**config.mk**
```make
export PLATFORM = sky130hd
export DESIGN_NAME = key_press_classifier_unit
export DESIGN_NICKNAME = d
export VERILOG_FILES = /design/src/hw/rtl/kpc_pkg.sv /design/src/hw/rtl/kpc_key_cell.sv /design/src/hw/rtl/kpc_csr.sv /design/src/hw/rtl/key_press_classifier_unit.sv
export SDC_FILE = /design/constraint.sdc
export NUM_CORES = 1
export LEC_CHECK = 0
export BUFFER_PORTS_ARGS = -buffer_cell sky130_fd_sc_hd__buf_2
export CORE_MARGIN = 2
export CORE_UTILIZATION = 64
export CTS_CLUSTER_DIAMETER = 50
export DETAILED_ROUTE_END_ITERATION = 10
export HOLD_SLACK_MARGIN = 0.12
export PLACE_DENSITY = 0.83
export SLEW_MARGIN = 15
export SYNTH_ARGS = -nofsm -noshare
export SYNTH_HDL_FRONTEND = slang
export SYNTH_SLANG_ARGS = --single-unit
export TNS_END_PERCENT = 50
```
**constraint.sdc**
```tcl
create_clock -name clock -period 10.7 [get_ports clock]
set_input_delay 0.535 -clock clock [delete_from_list [all_inputs] [get_ports clock]]
set_output_delay 0.535 -clock clock [all_outputs]
set_load 0.02 [all_outputs]
```
**src/hw/rtl/kpc_pkg.sv**
```systemverilog
// Shared widths, register indexes, reset values and types of the key press classifier.
package kpc_pkg;

   localparam int unsigned KEY_FIELD_W = 3;
   localparam int unsigned NOW_W       = 32;
   localparam int unsigned TIME_W      = 16;
   localparam int unsigned CSR_IDX_W   = 8;
   localparam int unsigned CSR_DATA_W  = 16;
   localparam int unsigned REQ_DATA_W  = 40;
   localparam int unsigned RSP_DATA_W  = 8;

   localparam logic [CSR_IDX_W-1:0] REG_SHORT_TIME = 8'd0;
   localparam logic [CSR_IDX_W-1:0] REG_LONG_TIME  = 8'd1;

   localparam logic [TIME_W-1:0] SHORT_TIME_RESET = 16'd50;
   localparam logic [TIME_W-1:0] LONG_TIME_RESET  = 16'd3000;

   typedef struct packed {
      logic [TIME_W-1:0] short_time;
      logic [TIME_W-1:0] long_time;
   } thresh_type;

   typedef struct packed {
      logic short_evt;
      logic long_evt;
   } key_evt_type;

endpackage

```
**src/hw/rtl/kpc_key_cell.sv**
```systemverilog
// Per-key press state machine: tracks idle, down and held-long, classifies releases and reports long holds.
module kpc_key_cell
   import kpc_pkg::*;
(
   input  logic              clock,
   input  logic              reset,
   input  logic              step,
   input  logic              pressed,
   input  logic [NOW_W-1:0]  now_ticks,
   input  thresh_type        thresh,
   output key_evt_type       evt
);

   typedef enum logic [1:0] {
      PH_IDLE,
      PH_DOWN,
      PH_HELD
   } phase_type;

   phase_type         phase_ff, phase_in;
   logic [NOW_W-1:0]  start_ff, start_in;
   logic [NOW_W-1:0]  elapsed;
   logic              reach_long;
   logic              reach_short;

   // Elapsed time wraps with the free-running timer.
   assign elapsed     = now_ticks - start_ff;
   assign reach_long  = elapsed >= {{(NOW_W-TIME_W){1'b0}}, thresh.long_time};
   assign reach_short = elapsed >= {{(NOW_W-TIME_W){1'b0}}, thresh.short_time};

   always_comb begin
      phase_in      = phase_ff;
      start_in      = start_ff;
      evt.short_evt = 1'b0;
      evt.long_evt  = 1'b0;
      case (phase_ff)
         PH_DOWN: begin
            if (!pressed) begin
               phase_in = PH_IDLE;
               if (reach_long) begin
                  evt.long_evt = 1'b1;
               end else if (reach_short) begin
                  evt.short_evt = 1'b1;
               end
            end else if (reach_long) begin
               phase_in     = PH_HELD;
               start_in     = now_ticks;
               evt.long_evt = 1'b1;
            end
         end
         PH_HELD: begin
            if (!pressed) begin
               phase_in = PH_IDLE;
            end else if (reach_long) begin
               start_in     = now_ticks;
               evt.long_evt = 1'b1;
            end
         end
         default: begin
            // A fresh press has zero elapsed time, so only a zero long threshold fires at once.
            phase_in = PH_IDLE;
            if (pressed) begin
               start_in = now_ticks;
               if (thresh.long_time == '0) begin
                  phase_in     = PH_HELD;
                  evt.long_evt = 1'b1;
               end else begin
                  phase_in = PH_DOWN;
               end
            end
         end
      endcase
   end

   always_ff @(posedge clock) begin
      if (reset) begin
         phase_ff <= PH_IDLE;
      end else if (step) begin
         phase_ff <= phase_in;
      end
      if (step) begin
         start_ff <= start_in;
      end
   end

endmodule

```
**src/hw/rtl/kpc_csr.sv**
```systemverilog
// Threshold register file written through the configuration channel.
module kpc_csr
   import kpc_pkg::*;
(
   input  logic                   clock,
   input  logic                   reset,
   input  logic                   csr_valid,
   output logic                   csr_ready,
   input  logic [CSR_IDX_W-1:0]   csr_index,
   input  logic [CSR_DATA_W-1:0]  csr_data,
   output thresh_type             thresh
);

   thresh_type thresh_ff, thresh_in;

   assign csr_ready = 1'b1;
   assign thresh    = thresh_ff;

   always_comb begin
      thresh_in = thresh_ff;
      if (csr_valid) begin
         case (csr_index)
            REG_SHORT_TIME: thresh_in.short_time = csr_data;
            REG_LONG_TIME:  thresh_in.long_time  = csr_data;
            default:        thresh_in = thresh_ff;
         endcase
      end
   end

   always_ff @(posedge clock) begin
      if (reset) begin
         thresh_ff.short_time <= SHORT_TIME_RESET;
         thresh_ff.long_time  <= LONG_TIME_RESET;
      end else begin
         thresh_ff <= thresh_in;
      end
   end

endmodule

```
**src/hw/rtl/key_press_classifier_unit.sv**
```systemverilog
// Top level of the key press classifier: input register, per-key cells and result register.
// A word accepted on req_ is held in the input stage, then evaluated by the key cells into the
// result stage and shown on rsp_. Throughput: one word per cycle while rsp_tready holds; each
// poll needs one 32-bit subtract and two compares per key.
// A new request word is taken while a result waits on rsp_ as long as the input stage is free;
// with both stages full, req_tready follows rsp_tready.
// Reset is synchronous and active high: every key returns to idle, both pipeline stages empty,
// and the thresholds reload to 50 ticks (short) and 3000 ticks (long).
module key_press_classifier_unit
   import kpc_pkg::*;
#(
   parameter int unsigned NUM_KEYS = 3
) (
   input  logic                   clock,
   input  logic                   reset,
   // Request words: pressed_mask [2:0], now_ticks [34:3], zero padding [39:35].
   input  logic                   req_tvalid,
   output logic                   req_tready,
   input  logic [REQ_DATA_W-1:0]  req_tdata,
   // Result words: short_events [2:0], long_events [5:3], zero padding [7:6].
   output logic                   rsp_tvalid,
   input  logic                   rsp_tready,
   output logic [RSP_DATA_W-1:0]  rsp_tdata,
   // Threshold writes: index 0 is the short press time, index 1 the long press time.
   input  logic                   csr_valid,
   output logic                   csr_ready,
   input  logic [CSR_IDX_W-1:0]   csr_index,
   input  logic [CSR_DATA_W-1:0]  csr_data
);

   // Input stage holds one poll until the key cells evaluate it.
   logic                    in_valid_ff, in_valid_in;
   logic [KEY_FIELD_W-1:0]  in_mask_ff;
   logic [NOW_W-1:0]        in_now_ff;

   // Result stage holds the event masks until the consumer takes them.
   logic                    out_valid_ff, out_valid_in;
   logic [KEY_FIELD_W-1:0]  out_short_ff, out_long_ff;

   logic                    advance;
   logic                    step;
   logic                    req_fire;
   thresh_type              thresh;
   key_evt_type             key_evt [NUM_KEYS];
   logic [KEY_FIELD_W-1:0]  short_field, long_field;

   // The result stage frees up whenever it is empty or its word is being taken.
   assign advance    = !out_valid_ff || rsp_tready;
   assign step       = in_valid_ff && advance;
   assign req_tready = !in_valid_ff || advance;
   assign req_fire   = req_tvalid && req_tready;

   assign in_valid_in  = req_fire || (in_valid_ff && !advance);
   assign out_valid_in = step || (out_valid_ff && !rsp_tready);

   kpc_csr u_csr (
      .clock     (clock),
      .reset     (reset),
      .csr_valid (csr_valid),
      .csr_ready (csr_ready),
      .csr_index (csr_index),
      .csr_data  (csr_data),
      .thresh    (thresh)
   );

   // Keys beyond the width of the mask field never see a press.
   for (genvar k = 0; k < NUM_KEYS; k++) begin : g_key
      logic key_pressed;
      if (k < KEY_FIELD_W) begin : g_wired
         assign key_pressed = in_mask_ff[k];
      end else begin : g_unwired
         assign key_pressed = 1'b0;
      end

      kpc_key_cell u_cell (
         .clock     (clock),
         .reset     (reset),
         .step      (step),
         .pressed   (key_pressed),
         .now_ticks (in_now_ff),
         .thresh    (thresh),
         .evt       (key_evt[k])
      );
   end

   // Only the keys that fit in the event fields are reported.
   for (genvar j = 0; j < KEY_FIELD_W; j++) begin : g_field
      if (j < NUM_KEYS) begin : g_live
         assign short_field[j] = key_evt[j].short_evt;
         assign long_field[j]  = key_evt[j].long_evt;
      end else begin : g_dead
         assign short_field[j] = 1'b0;
         assign long_field[j]  = 1'b0;
      end
   end

   always_ff @(posedge clock) begin
      if (reset) begin
         in_valid_ff  <= 1'b0;
         out_valid_ff <= 1'b0;
      end else begin
         in_valid_ff  <= in_valid_in;
         out_valid_ff <= out_valid_in;
      end
      if (req_fire) begin
         in_mask_ff <= req_tdata[KEY_FIELD_W-1:0];
         in_now_ff  <= req_tdata[KEY_FIELD_W +: NOW_W];
      end
      if (step) begin
         out_short_ff <= short_field;
         out_long_ff  <= long_field;
      end
   end

   assign rsp_tvalid = out_valid_ff;
   assign rsp_tdata  = {{(RSP_DATA_W-2*KEY_FIELD_W){1'b0}}, out_long_ff, out_short_ff};

endmodule

```
==> flow_summary.rst, run 1 <==
.. list-table::
   :header-rows: 1

   * - Metric
     - Value
   * - Run status
     - complete, no violations
   * - Total count of max-transition violations in the final report
     - 0
   * - Cell area power density
     - ~130 nW/um2
   * - Hold buffer count at cts
     - 0
   * - Library cell contributing the largest single delay on the critical path
     - sky130_fd_sc_hd__or4_4
   * - End of the worst hold path
     - in_now_ff[5]$_DFFE_PP_
   * - Data arrival time of the critical path
     - 6.34 ns
   * - Die Wd
     - 153 um
   * - Vias in the first global route
     - roughly 11000
   * - Clock share of power
     - 0.343
   * - Hold-critical path depth
     - 1
   * - Layout Nets
     - 1853
   * - WL per Instance
     - about 19 um
   * - Startpoint of the worst hold path
     - req_tdata[8]
   * - Layout overhead on the synthesized area
     - 8.50%
   * - Delay-heaviest family, CP
     - simple AND/OR/NAND/NOR gates
   * - CTS Buf Count
     - 17
   * - Count of buffer and inverter cells on the critical path
     - 1
   * - Max Root-Sink Buffers
     - 2
   * - Sink count of the clock tree
     - 177
   * - Initial antenna violation count
     - 0
   * - Antenna Violating Nets Remaining
     - 0
   * - Worst hold slack after final layout
     - about 0.25 ns
   * - Final weighted congestion of routability-driven global placement
     - 0.969
   * - Placeable core region
     - 21800 um2
   * - Startpoint of the worst register-to-register path
     - in_now_ff[0]$_DFFE_PP_
   * - Post-route DRC
     - 0
   * - Total negative slack
     - 0 ns
   * - Vias
     - between 10000 and 15000
   * - Register clock-pin slew on the reported worst setup and hold paths
     - 0.09 ns
   * - Endpoint of the most critical register-to-register path
     - g_key[1].u_cell.start_ff[15]$_DFFE_PP_
   * - Count of yosys warnings during synthesis
     - 0
   * - CTS resizes
     - 0
   * - Synth top area share
     - 0.289
   * - Area used by multi-input combinational logic
     - 8560 um2
   * - Worst Skew
     - 0.0204 ns
   * - Effective utilization at floorplan
     - 0.651
   * - Overall die area
     - 23400 um2
   * - Top area cells in the synthesized netlist
     - sky130_fd_sc_hd__edfxtp_1 (29%), sky130_fd_sc_hd__ha_1 (17%), sky130_fd_sc_hd__dfxtp_1 (5.6%), sky130_fd_sc_hd__a21oi_1 (4.3%), sky130_fd_sc_hd__inv_1 (4.2%)
   * - Final setup vio count
     - 0
   * - Critical Path Sink Type
     - register
   * - Switching fraction of total power
     - 0.331
   * - Synth async-reset ratio
     - 0
   * - Final Hold Vio Count
     - 0
   * - Layout Utilization
     - 0.707
   * - Switching pwr
     - approximately 640 uW
   * - Critical Path RT
     - 10.80 ns
   * - Critical path's largest stage delay
     - 0.54 ns
   * - RSZ-0062 raised after global routing
     - no
   * - Netlist cell types
     - 88
   * - Cells after synthesis
     - 1527
   * - Ordered cell list for the critical path
     - inv_1 -> ha_1 -> fa_1 -> nor2b_1 -> o21ai_1 -> nand2b_1 -> a31oi_2 -> nor3_1 -> o21ai_0 -> nand2b_1 -> a21oi_1 -> xnor2_1 -> ha_1 -> a21oi_1 -> nor2b_1 -> o21ai_0 -> o311ai_0 -> nor4_1 -> o211ai_1 -> or4_1 -> or4_4 -> nor4b_4 -> and3_1 -> a21oi_4
   * - Global-route wire length before repair
     - 57.5 mm
   * - Htree depth
     - 4
   * - Slack of the worst reg-to-reg path
     - 4.46 ns
   * - Number of max-capacitance violations reported
     - 0
   * - Clk Tree Root Cell
     - sky130_fd_sc_hd__clkbuf_16
   * - Violation count after the first detailed-route iteration
     - 823
   * - Number of inserted filler cells in the final layout
     - 1677
   * - Worst hold path type
     - primary input to register
   * - Predominant post-synthesis flop cell
     - sky130_fd_sc_hd__edfxtp_1
   * - FMAX
     - 160 MHz
   * - Combined flip-flop and latch cell area
     - 4910 um2
   * - Post-route clock period utilization
     - 0.583
   * - Total Routing Usage GR
     - 0.306
   * - Maximum number of pins on one net before global-route repair
     - 36
   * - VDD IR-drop max
     - 0.0932 mV
   * - Total length of routed wires
     - 35.6 mm
   * - Total of flip-flops plus latches after synthesis
     - 177
   * - Actual transition at the worst max-transition pin
     - 1.09 ns
   * - Internal power component
     - between 1000 and 1500 uW
   * - Post-CTS Setup Inserts
     - 0
   * - Portion of total power attributed to sequential cells
     - 0.406
   * - Iteration count of the initial detailed-routing pass
     - 6
   * - Rows
     - 54
   * - Final period demand of the worst path
     - 6.24 ns
   * - Global-route congestion overflow total
     - 0
   * - Yosys top cell by area
     - sky130_fd_sc_hd__edfxtp_1
   * - Sequential share of the synthesized area
     - 0.346
   * - Antenna diode instance count
     - 0
   * - Max-slew headroom at the worst pin
     - 0.269
   * - Critical path type
     - register to register
   * - Timing startpoint of the critical path
     - in_now_ff[0]$_DFFE_PP_
   * - TritonCTS clock tree
     - built
   * - Nature of the critical path startpoint
     - register
   * - Total I/O pin count
     - 80
   * - Clock latency at the later pin of the worst-skew pair
     - 0.46 ns
   * - Total leakage power
     - 0.00679 uW
   * - Number of cells on the worst reg-to-reg path
     - 24
   * - Sum of net half-perimeters after detailed placement
     - 28.0 mm
   * - Number of enable flip-flop cells after synthesis
     - 137
   * - Height of the die
     - 153 um
   * - Highest fanout seen on the critical path
     - 32
   * - Post-Syn Area per Cell
     - 9.31 um2
   * - Number of buffer cells added on primary ports
     - 71
   * - Via count normalized by instance count
     - 6.38
   * - Power share of the combinational group
     - 0.251
   * - Fraction of layout cells with a size suffix above 1
     - 0.0888
   * - Post-synth design cell area
     - 14200 um2
-- power by group through the flow --
stage	logic (uW)	registers (uW)	clock network, uW
finish	486	786	663
global route	538	789	687
CTS	475	786	666
detailed placement	471	801	0
global placement	459	799	0
floorplan	348	793	0
-- cell type report --
| cell class | instances | share of cell area |
|---|---|---|
| multi-input combinational | 1157 | 0.555 |
| timing repair buffer | 72 | 0.0235 |
| clock buffer | 17 | 0.0276 |
| tap | 280 | 0.0227 |
| sequential | 177 | 0.319 |
| clock inverter | 15 | 0.0131 |
| inverter | 161 | 0.0392 |
-- Yosys cell counts (5+ instances only) --
| cell type | instances |
|---|---|
| sky130_fd_sc_hd__o21bai_1 | 11 |
| sky130_fd_sc_hd__edfxtp_1 | 137 |
| sky130_fd_sc_hd__clkbuf_1 | 21 |
| sky130_fd_sc_hd__o211ai_1 | 22 |
| sky130_fd_sc_hd__mux2i_1 | 40 |
| sky130_fd_sc_hd__nor4_1 | 18 |
| sky130_fd_sc_hd__nor2_1 | 105 |
| sky130_fd_sc_hd__a21o_1 | 61 |
| sky130_fd_sc_hd__or4_1 | 5 |
| sky130_fd_sc_hd__o21a_1 | 23 |
| sky130_fd_sc_hd__ha_1 | 195 |
| sky130_fd_sc_hd__dfxtp_1 | 40 |
| sky130_fd_sc_hd__nand2_1 | 98 |
| sky130_fd_sc_hd__o2111ai_1 | 8 |
| sky130_fd_sc_hd__o31a_1 | 7 |
| sky130_fd_sc_hd__and2_1 | 17 |
| sky130_fd_sc_hd__a21oi_1 | 121 |
| sky130_fd_sc_hd__and4_1 | 7 |
| sky130_fd_sc_hd__and3_1 | 13 |
| sky130_fd_sc_hd__o31ai_1 | 8 |
| sky130_fd_sc_hd__a211o_1 | 7 |
| sky130_fd_sc_hd__nand2b_1 | 19 |
| sky130_fd_sc_hd__buf_2 | 5 |
| sky130_fd_sc_hd__nor2b_1 | 16 |
| sky130_fd_sc_hd__xor2_1 | 17 |
| sky130_fd_sc_hd__or3_1 | 8 |
| sky130_fd_sc_hd__inv_1 | 160 |
| sky130_fd_sc_hd__a31oi_1 | 11 |
| sky130_fd_sc_hd__nand3_1 | 32 |
| sky130_fd_sc_hd__a211oi_1 | 16 |
| sky130_fd_sc_hd__a21oi_2 | 7 |
| sky130_fd_sc_hd__o21ai_1 | 9 |
| sky130_fd_sc_hd__nand4_1 | 30 |
| sky130_fd_sc_hd__o211a_1 | 5 |
| sky130_fd_sc_hd__o21ai_0 | 64 |
| sky130_fd_sc_hd__nor3_1 | 27 |
| sky130_fd_sc_hd__a2111oi_0 | 8 |
| sky130_fd_sc_hd__xnor2_1 | 39 |
-- worst reg2reg max path, delay by kind of cell (launching register included) --
kind	cells	cell delay [ns]
xor gates and xnor gates	1	0.20
AOI/OAI and AO/OA	9	1.65
adders and majority gates	3	0.89
buffers and inverters	1	0.12
and+or+nand+nor	10	2.55
DFF	1	0.46
-- through the flow --
stage | worst slack [ns] | instances | area [um2] | power [uW]
after global routing | 4.16 | 1879 | 15400 | 2010
after CTS | 4.63 | 1879 | 15400 | 1930
after global placement | 4.79 | 1847 | 14800 | 1260
final | 4.46 | 1879 | 15400 | 1930
after floorplan | 5.25 | 1528 | 14200 | 1140
after detailed placement | 4.72 | 1847 | 14800 | 1270
-- flip-flops by register name, indices dropped and copies added (netlist names) --
register	count
in_now_ff	32
in_mask_ff	3
out_long_ff	3
rsp_tvalid	1
out_short_ff	3
g_key.u_cell.start_ff	96
in_valid_ff	1
u_csr.thresh	32
g_key.u_cell.phase_ff	6
-- worst max-delay path by stage --
stage	to	slack [ns]	cells after the start
detailed placement	g_key[1].u_cell.start_ff[0]$_DFFE_PP_	4.72	24
global placement	g_key[1].u_cell.start_ff[0]$_DFFE_PP_	4.79	24
floorplan	g_key[1].u_cell.start_ff[0]$_DFFE_PP_	5.25	24
finish	g_key[1].u_cell.start_ff[15]$_DFFE_PP_	4.46	24
global route	g_key[1].u_cell.start_ff[15]$_DFFE_PP_	4.16	24
CTS	g_key[1].u_cell.start_ff[15]$_DFFE_PP_	4.63	24
-- layer usage --
layer	global-route usage	up-vias	part of all wire
li1	-	5790	-
met1	0.428	5673	0.46
met2	0.474	450	0.44
met3	0.0615	78	0.069
met4	0.111	0	0.030
met5	0	-	0
-- cell families (layout without fill, tap and decap cells) --
kind of cell / after synthesis / after routing / synth area share
xor gates and xnor gates: 56 / 56 / 0.0345
other: 2 / 3 / 0.000528
muxes: 40 / 40 / 0.0282
buffers and inverters: 194 / 265 / 0.0541
DFF: 177 / 177 / 0.346
and+or+nand+nor: 417 / 417 / 0.149
adders and majority gates: 198 / 198 / 0.176
AOI/OAI and AO/OA: 443 / 443 / 0.212
-- cells in the final DEF, fill, tap and decap left out, types with 61 or more instances in the layout --
master                     Yosys  layout
sky130_fd_sc_hd__a21o_1       61      61
sky130_fd_sc_hd__nor2_1      105     104
sky130_fd_sc_hd__a21oi_1     121     119
sky130_fd_sc_hd__buf_2         5      71
sky130_fd_sc_hd__ha_1        195     195
sky130_fd_sc_hd__o21ai_0      64      64
sky130_fd_sc_hd__nand2_1      98      98
sky130_fd_sc_hd__edfxtp_1    137     137
sky130_fd_sc_hd__inv_1       160     160
No activity file was read; power rests on OpenSTA's default activity.
==> inputs of run 2 (changes only) <==
ABC_AREA = 1   (was default)
CORE_UTILIZATION = 57   (was 64)
PLACE_DENSITY = 0.78   (was 0.83)
clock period = 5.6 ns   (was 10.7 ns; I/O delays follow)
==> run 2 against run 1 <==
The flow now finishes with violations (design-rule violations). Via count is 23% higher. Wire length is 22% higher. Non-clock buffer count is 53 higher. Sequential cell count stayed put. Utilization is 6.2 points lower. Global-route usage is 0.066 points lower. First-iteration DRC count is 38% higher. Largest cell class unchanged. Highest routed layer unchanged.
==> flow_summary.rst, run 2 <==
.. list-table::
   :header-rows: 1

   * - Metric
     - Value
   * - Violation count after the first detailed-route iteration
     - 1137 (was 823)
   * - Max Root-Sink Buffers
     - 2 (unchanged)
   * - Overall die area
     - 29100 um2 (was 23400 um2)
   * - Total length of routed wires
     - 43.4 mm (was 35.6 mm)
   * - Sum of net half-perimeters after detailed placement
     - 35.2 mm (was 28.0 mm)
   * - Effective utilization at floorplan
     - 0.575 (was 0.651)
   * - Post-Place Cells
     - 2780 (was 1847)
   * - Post-Syn Area per Cell
     - 6.78 um2 (was 9.31 um2)
   * - Final period demand of the worst path
     - 4.98 ns (was 6.24 ns)
   * - Total of flip-flops plus latches after synthesis
     - 177 (unchanged)
   * - Switching pwr
     - 1300 uW (was 641 uW)
   * - Cells after synthesis
     - 2336 (was 1527)
   * - Sink count of the clock tree
     - 177 (unchanged)
   * - Max-slew headroom at the worst pin
     - 0.337 (was 0.269)
   * - Height of the die
     - 171 um (was 153 um)
   * - Layout Nets
     - 2736 (was 1853)
   * - Count of yosys warnings during synthesis
     - 0 (unchanged)
   * - Initial antenna violation count
     - 0 (unchanged)
   * - Layout overhead on the synthesized area
     - 12.1% (was 8.50%)
   * - Synth async-reset ratio
     - 0 (unchanged)
   * - Met1 layer usage reported by global route
     - 0.387 (was 0.428)
   * - Total leakage power
     - 0.00974 uW (was 0.00679 uW)
   * - RSZ-0062 raised after global routing
     - no (unchanged)
   * - Violations in the final reports
     - design-rule violations
   * - Final setup vio count
     - 0 (unchanged)
   * - Register clock-pin slew on the reported worst setup and hold paths
     - 0.07 ns (was 0.09 ns)
   * - Global-route congestion overflow total
     - 0 (unchanged)
   * - Count of non-filler cells in the finished layout
     - 2860 (was 1879)
   * - Switching fraction of total power
     - 0.336 (was 0.331)
   * - Final worst setup slack
     - 0.615 ns (was 4.46 ns)
   * - Rows
     - 61 (was 54)
   * - Portion of total power attributed to sequential cells
     - 0.392 (was 0.406)
   * - Post-synth design cell area
     - 15800 um2 (was 14200 um2)
   * - Vias in the first global route
     - 14000 (was 11500)
   * - Layout Utilization
     - 0.645 (was 0.707)
   * - Fraction of layout cells with a size suffix above 1
     - 0.0665 (was 0.0888)
   * - Final weighted congestion of routability-driven global placement
     - 0.964 (was 0.969)
   * - Vias
     - 14700 (was 12000)
   * - Number of enable flip-flop cells after synthesis
     - 137 (unchanged)
   * - Post-route clock period utilization
     - 0.890 (was 0.583)
   * - Total I/O pin count
     - 80 (unchanged)
   * - Number of buffer cells added on primary ports
     - 71 (unchanged)
   * - Most common library cell in the layout ignoring fill and taps
     - sky130_fd_sc_hd__nand2_1 (was sky130_fd_sc_hd__ha_1)
   * - Sequential share of the synthesized area
     - 0.310 (was 0.346)
   * - Highest fanout seen on the critical path
     - 32 (unchanged)
   * - Worst setup timing slack at the placement stage
     - 0.700 ns (was 4.72 ns)
   * - CTS resizes
     - 0 (unchanged)
   * - Clock share of power
     - 0.324 (was 0.343)
   * - Total count of max-transition violations in the final report
     - 0 (unchanged)
   * - Total Routing Usage GR
     - 0.305 (was 0.306)
   * - Yosys top cell by area
     - sky130_fd_sc_hd__edfxtp_1 (unchanged)
   * - Critical Path Sink Type
     - register (unchanged)
   * - Predominant post-synthesis flop cell
     - sky130_fd_sc_hd__edfxtp_1 (unchanged)
   * - Power share of the combinational group
     - 0.284 (was 0.251)
   * - Reg with most FFs
     - g_key.u_cell.start_ff (unchanged)
   * - Placeable core region
     - 27600 um2 (was 21800 um2)
   * - Top area cells in the synthesized netlist
     - sky130_fd_sc_hd__edfxtp_1 (26%), sky130_fd_sc_hd__nand2_1 (19%), sky130_fd_sc_hd__ha_1 (15%), sky130_fd_sc_hd__inv_1 (12%), sky130_fd_sc_hd__dfxtp_1 (5.1%) (was sky130_fd_sc_hd__edfxtp_1 (29%), sky130_fd_sc_hd__ha_1 (17%), sky130_fd_sc_hd__dfxtp_1 (5.6%), sky130_fd_sc_hd__a21oi_1 (4.3%), sky130_fd_sc_hd__inv_1 (4.2%))
   * - Most frequent cells after synthesis
     - sky130_fd_sc_hd__nand2_1 (801), sky130_fd_sc_hd__inv_1 (516), sky130_fd_sc_hd__ha_1 (195), sky130_fd_sc_hd__nor2_1 (165), sky130_fd_sc_hd__edfxtp_1 (137) (was sky130_fd_sc_hd__ha_1 (195), sky130_fd_sc_hd__inv_1 (160), sky130_fd_sc_hd__edfxtp_1 (137), sky130_fd_sc_hd__a21oi_1 (121), sky130_fd_sc_hd__nor2_1 (105))
   * - Met2 Resource Use GR
     - 0.527 (was 0.474)
   * - TritonCTS clock tree
     - built (unchanged)
   * - Critical path type
     - register to register (unchanged)
   * - Die Wd
     - 171 um (was 153 um)
   * - Total negative slack
     - 0 ns (unchanged)
   * - VDD IR-drop max
     - 0.234 mV (was 0.0932 mV)
   * - Most Used Layer, Global Route
     - met2 (unchanged)
   * - Run status
     - finished with violations (was complete, no violations)
   * - Worst hold path type
     - primary input to register (unchanged)
   * - Final Hold Vio Count
     - 0 (unchanged)
   * - Worst Skew
     - 0.0118 ns (was 0.0204 ns)
   * - Actual transition at the worst max-transition pin
     - 0.992 ns (was 1.09 ns)
   * - Number of max-capacitance violations reported
     - 0 (unchanged)
   * - FMAX
     - 201 MHz (was 160 MHz)
   * - Htree depth
     - 4 (unchanged)
   * - Antenna diode instance count
     - 0 (unchanged)
   * - WL per Instance
     - 15.2 um (was 19.0 um)
   * - Clk Tree Root Cell
     - sky130_fd_sc_hd__clkbuf_16 (unchanged)
   * - Post-route DRC
     - 2 (was 0)
   * - GR Layer Usage met3
     - 0.0398 (was 0.0615)
   * - Cell area power density
     - 217 nW/um2 (was 125 nW/um2)
   * - Global-route wire length before repair
     - 68.9 mm (was 57.5 mm)
   * - Via count normalized by instance count
     - 5.14 (was 6.38)
   * - Internal power component
     - 2560 uW (was 1290 uW)
   * - Summed area of non-filler cells in the final layout
     - 17800 um2 (was 15400 um2)
   * - Nature of the critical path startpoint
     - register (unchanged)
   * - Synth top area share
     - 0.260 (was 0.289)
   * - Most frequent cells in the layout
     - sky130_fd_sc_hd__nand2_1 (801), sky130_fd_sc_hd__inv_1 (516), sky130_fd_sc_hd__ha_1 (195) (was sky130_fd_sc_hd__ha_1 (195), sky130_fd_sc_hd__inv_1 (160), sky130_fd_sc_hd__edfxtp_1 (137))
   * - Cell with the most instances after synthesis
     - sky130_fd_sc_hd__nand2_1 (was sky130_fd_sc_hd__ha_1)
   * - Antenna Violating Nets Remaining
     - 0 (unchanged)
   * - CTS Buf Count
     - 17 (unchanged)
   * - Netlist cell types
     - 41 (was 88)
   * - Critical Path RT
     - 5.78 ns (was 10.80 ns)
   * - Placed cell area
     - 16700 um2 (was 14800 um2)
   * - Iteration count of the initial detailed-routing pass
     - 9 (was 6)
   * - Maximum number of pins on one net before global-route repair
     - 38 (was 36)
   * - Clock latency at the later pin of the worst-skew pair
     - 0.45 ns (was 0.46 ns)
   * - Max reg flops
     - 96 (unchanged)
   * - Data arrival time of the critical path
     - 5.16 ns (was 6.34 ns)
-- run 2: changes by cell type after synthesis, sizes merged, moves of 19 or more --
cell	previous run	this run
xnor2	39	5
nor2	105	188
nand2	98	813
o21ai	74	35
mux2i	40	0
nand3	33	109
nand2b	19	0
inv	161	524
o21a	23	1
xor2	17	43
a21o	61	3
-- run 2: timing repair --
action                                 4_1_cts  5_1_grt
endpoints found under the hold margin       50        0
hold buffers                                48        0
setup endpoints to repair                    0        0
buffers inserted                             0        0
-- run 2: path summary, 6_finish.rpt --
path                                       endpoint  slack, ns              startpoint  cells after the start
min reg2reg                   rsp_tvalid$_SDFF_PP0_       0.48  in_valid_ff$_SDFF_PP0_                      2
min                   u_csr.thresh[26]$_SDFFE_PP0P_       0.14            csr_data[10]                      3
max          g_key[2].u_cell.start_ff[18]$_DFFE_PP_       0.62  in_now_ff[9]$_DFFE_PP_                     22
max reg2reg  g_key[2].u_cell.start_ff[18]$_DFFE_PP_       0.62  in_now_ff[9]$_DFFE_PP_                     22
-- run 2: power by group through the flow --
stage / Clock, uW / Combinational, uW / Sequential (uW)
floorplan: 0 / 757 / 1520
global placement: 0 / 1010 / 1540
detailed placement: 0 / 1050 / 1540
CTS: 1270 / 1080 / 1520
global route: 1320 / 1240 / 1520
finish: 1250 / 1100 / 1520
-- run 2: cell type report --
type / count / area, um2
Sequential cell: 177 / 4910
Clock buffer: 17 / 425
Multi-Input combinational cell: 1622 / 8900
Inverter: 526 / 1970
Fill cell: 2502 / 9790
Clock inverter: 15 / 181
Tap cell: 378 / 473
Timing Repair Buffer: 125 / 893
-- run 2: kinds of logic (layout without fill, tap and decap cells) --
| logic type | after synthesis | in the layout | synth area share |
|---|---|---|---|
| simple gates | 1180 | 1180 | 0.309 |
| buf+inv | 538 | 683 | 0.128 |
| fa+ha+maj | 198 | 198 | 0.158 |
| compound gates | 193 | 193 | 0.0679 |
| flops | 177 | 177 | 0.310 |
| xor+xnor | 48 | 48 | 0.0265 |
| other cells | 2 | 3 | 0.000474 |
-- run 2: through the flow --
stage	total power (uW)	hold WS [ns]
final	3860	0.138
after global routing	4080	0.143
after CTS	3870	0.120
after detailed placement	2590	0.458
after global placement	2550	0.453
after floorplan	2280	0.349
-- run 2: critical path: stages (launching register included) --
cell and delay (ns):
sky130_fd_sc_hd__edfxtp_1 0.55, sky130_fd_sc_hd__ha_1 0.45, sky130_fd_sc_hd__nand2_1 0.15, sky130_fd_sc_hd__nor2_1 0.23
sky130_fd_sc_hd__and3_1 0.19, sky130_fd_sc_hd__nand2_1 0.05, sky130_fd_sc_hd__nand2_1 0.20, sky130_fd_sc_hd__xor2_1 0.42
sky130_fd_sc_hd__ha_1 0.32, sky130_fd_sc_hd__nand2_1 0.08, sky130_fd_sc_hd__nor2_1 0.05, sky130_fd_sc_hd__a211oi_1 0.23
sky130_fd_sc_hd__buf_4 0.20, sky130_fd_sc_hd__nand2_1 0.06, sky130_fd_sc_hd__nor2_1 0.11, sky130_fd_sc_hd__nand3_1 0.08
sky130_fd_sc_hd__nor2_1 0.11, sky130_fd_sc_hd__nand2_1 0.07, sky130_fd_sc_hd__nor2_2 0.31, sky130_fd_sc_hd__nand2_1 0.17
sky130_fd_sc_hd__o211ai_1 0.30, sky130_fd_sc_hd__inv_1 0.12, sky130_fd_sc_hd__buf_12 0.18
-- run 2: per-layer routing --
layer  vias to the layer above  part of all wire
li1                       7566                 -
met1                      6617              0.45
met2                       435              0.46
met3                        77             0.050
met4                         0             0.033
met5                         -                 0
==> inputs of run 3 (changes only) <==
CORE_UTILIZATION = 64   (was 57)
PLACE_DENSITY = 0.83   (was 0.78)
clock period = 5 ns   (was 5.6 ns; I/O delays follow)
==> run 3 against run 2 <==
Power grew 13%. Final cell count shrank 1.5%. The run now ends clean. Final area grew 0.27%. Sequential power grew 12%. Largest cell class unchanged. Fmax grew 4.9%.
==> flow_summary.rst, run 3 (synthesis results as in run 2) <==
.. list-table::
   :header-rows: 1

   * - Metric
     - Value
   * - Run status
     - complete, no violations (was finished with violations)
   * - Final period demand of the worst path
     - 4.75 ns (was 4.98 ns)
   * - Clock latency at the later pin of the worst-skew pair
     - 0.45 ns (about the same)
   * - Cell area power density
     - 245 nW/um2 (was 217 nW/um2)
   * - Critical Path Sink Type
     - register (unchanged)
   * - Actual transition at the worst max-transition pin
     - 0.952 ns (was 0.992 ns)
   * - Sum of net half-perimeters after detailed placement
     - 35.4 mm (was 35.2 mm)
   * - Maximum number of pins on one net before global-route repair
     - 38 (unchanged)
   * - Vias in the first global route
     - 14600 (was 14000)
   * - Height of the die
     - 161 um (was 171 um)
   * - Count of non-filler cells in the finished layout
     - 2817 (was 2860)
   * - Max reg flops
     - 96 (unchanged)
   * - Reg with most FFs
     - g_key.u_cell.start_ff (unchanged)
   * - Total leakage power
     - 0.00979 uW (was 0.00974 uW)
   * - Nature of the critical path startpoint
     - register (unchanged)
   * - VDD IR-drop max
     - 0.172 mV (was 0.234 mV)
   * - FMAX
     - 210 MHz (was 201 MHz)
   * - Via count normalized by instance count
     - 5.39 (was 5.14)
   * - Register clock-pin slew on the reported worst setup and hold paths
     - 0.08 ns (was 0.07 ns)
   * - Final Hold Vio Count
     - 0 (unchanged)
   * - Worst Skew
     - 0.0227 ns (was 0.0118 ns)
   * - Fraction of layout cells with a size suffix above 1
     - 0.0686 (was 0.0665)
   * - Data arrival time of the critical path
     - 4.93 ns (was 5.16 ns)
   * - Post-Place Cells
     - 2730 (was 2780)
   * - Global-route congestion overflow total
     - 0 (unchanged)
   * - Max-slew headroom at the worst pin
     - 0.364 (was 0.337)
   * - Startpoint of the worst hold path
     - in_valid_ff$_SDFF_PP0_ (was csr_data[10])
   * - Highest fanout seen on the critical path
     - 32 (unchanged)
   * - Placed cell area
     - 16600 um2 (was 16700 um2)
   * - Number of max-capacitance violations reported
     - 0 (unchanged)
   * - Htree depth
     - 4 (unchanged)
   * - Vias
     - 15200 (was 14700)
   * - Final setup vio count
     - 0 (unchanged)
   * - Most frequent cells in the layout
     - sky130_fd_sc_hd__nand2_1 (801), sky130_fd_sc_hd__inv_1 (516), sky130_fd_sc_hd__ha_1 (195) (unchanged)
   * - Layout overhead on the synthesized area
     - 12.4% (was 12.1%)
   * - Number of buffer cells added on primary ports
     - 71 (unchanged)
   * - Violation count after the first detailed-route iteration
     - 1364 (was 1137)
   * - RSZ-0062 raised after global routing
     - no (unchanged)
   * - Layout Nets
     - 2747 (was 2736)
   * - Total I/O pin count
     - 80 (unchanged)
   * - Total Routing Usage GR
     - 0.352 (was 0.305)
   * - Worst hold path type
     - register to register (was primary input to register)
   * - Total count of max-transition violations in the final report
     - 0 (unchanged)
   * - Overall die area
     - 26000 um2 (was 29100 um2)
   * - Antenna diode instance count
     - 0 (unchanged)
   * - Startpoint of the worst register-to-register path
     - in_now_ff[2]$_DFFE_PP_ (was in_now_ff[9]$_DFFE_PP_)
   * - Post-route DRC
     - 0 (was 2)
   * - Timing startpoint of the critical path
     - in_now_ff[2]$_DFFE_PP_ (was in_now_ff[9]$_DFFE_PP_)
   * - Placeable core region
     - 24300 um2 (was 27600 um2)
   * - Rows
     - 57 (was 61)
   * - Final weighted congestion of routability-driven global placement
     - 0.983 (was 0.964)
   * - Post-route clock period utilization
     - 0.951 (was 0.890)
   * - Global-route wire length before repair
     - 72.0 mm (was 68.9 mm)
   * - Summed area of non-filler cells in the final layout
     - 17800 um2 (about the same)
   * - Antenna Violating Nets Remaining
     - 0 (unchanged)
   * - Iteration count of the initial detailed-routing pass
     - 9 (unchanged)
   * - Sink count of the clock tree
     - 177 (unchanged)
   * - TritonCTS clock tree
     - built (unchanged)
   * - Critical Path RT
     - 5.18 ns (was 5.78 ns)
   * - Effective utilization at floorplan
     - 0.651 (was 0.575)
   * - CTS Buf Count
     - 17 (unchanged)
   * - Clk Tree Root Cell
     - sky130_fd_sc_hd__clkbuf_16 (unchanged)
   * - Total negative slack
     - 0 ns (unchanged)
   * - Overall power of the completed layout
     - 4360 uW (was 3860 uW)
   * - Most common library cell in the layout ignoring fill and taps
     - sky130_fd_sc_hd__nand2_1 (unchanged)
   * - Critical path type
     - register to register (unchanged)
   * - Die Wd
     - 161 um (was 171 um)
   * - Max Root-Sink Buffers
     - 2 (unchanged)
   * - Post-CTS Setup Inserts
     - 0 (unchanged)
   * - Initial antenna violation count
     - 0 (unchanged)
   * - Total length of routed wires
     - 45.1 mm (was 43.4 mm)
   * - Number of inserted filler cells in the final layout
     - 1982 (was 2502)
   * - WL per Instance
     - 16.0 um (was 15.2 um)
run 3: changes by cell type in the layout (fill, tap and decap cells not counted), sizes merged:
cell	before	now
dlygate4sd3	48	55
clkinvlp	3	2
clkbuf	17	18
buf	77	81
inv	528	532
clkinv	7	5
bufinv	3	1
run 3: path summary, 6_finish.rpt:
kind	to	slack (ns)	depth (start not counted)
min	rsp_tvalid$_SDFF_PP0_	0.47	2
max reg2reg	g_key[2].u_cell.start_ff[31]$_DFFE_PP_	0.25	23
min reg2reg	rsp_tvalid$_SDFF_PP0_	0.47	2
max	g_key[2].u_cell.start_ff[31]$_DFFE_PP_	0.25	23
run 3: power breakdown:
group	switching (uW)	total (uW)	internal (uW)
Sequential	55.8	1700	1640
Combinational	814	1270	452
Clock	677	1390	716
run 3: layer usage:
layer	track usage	wire length, um
met1	0.442	18900
met2	0.613	21300
met3	0.0539	3230
met4	0.131	1630
met5	0	0
run 3: repair_timing:
action / in CTS / in global routing
endpoints found under the setup margin: 0 / 32
hold buffers: 55 / 0
gates resized for setup: 0 / 2
endpoints found under the hold margin: 62 / 0
run 3: area by class of cell:
cell class | count | area, um2 | share of cell area
Timing Repair Buffer | 136 | 1010 | 0.0565
Clock inverter | 14 | 166 | 0.00934
Multi-Input combinational cell | 1622 | 8910 | 0.500
Inverter | 526 | 1970 | 0.111
Clock buffer | 18 | 429 | 0.0241
Sequential cell | 177 | 4910 | 0.276
Tap cell | 324 | 405 | 0.0228
run 3: through the flow:
stage           util  setup slack [ns]  hold slack [ns]
4_1_cts        0.732             0.225            0.474
5_1_grt        0.732          0.000842            0.496
2_1_floorplan      -              1.39            0.319
3_3_place_gp   0.685             0.426            0.426
3_5_place_dp   0.685             0.329            0.428
6_report       0.732             0.247            0.474
run 3: critical path: stages (launching register included):
cell	delay (ns)
sky130_fd_sc_hd__edfxtp_1	0.50
sky130_fd_sc_hd__ha_1	0.45
sky130_fd_sc_hd__nand2_1	0.12
sky130_fd_sc_hd__nand3_1	0.22
sky130_fd_sc_hd__nand2_1	0.08
sky130_fd_sc_hd__nand2_1	0.11
sky130_fd_sc_hd__nand2_1	0.06
sky130_fd_sc_hd__nand2_1	0.11
sky130_fd_sc_hd__xor2_1	0.46
sky130_fd_sc_hd__ha_1	0.36
sky130_fd_sc_hd__nand2_1	0.10
sky130_fd_sc_hd__nor2_1	0.06
sky130_fd_sc_hd__a211oi_1	0.23
sky130_fd_sc_hd__buf_4	0.20
sky130_fd_sc_hd__nand2_1	0.06
sky130_fd_sc_hd__nor2_1	0.08
sky130_fd_sc_hd__nand3_1	0.07
sky130_fd_sc_hd__nor2_1	0.09
sky130_fd_sc_hd__nand2_1	0.07
sky130_fd_sc_hd__nor2_2	0.32
sky130_fd_sc_hd__nand2_1	0.18
sky130_fd_sc_hd__o211ai_1	0.22
sky130_fd_sc_hd__inv_1	0.10
sky130_fd_sc_hd__buf_12	0.19
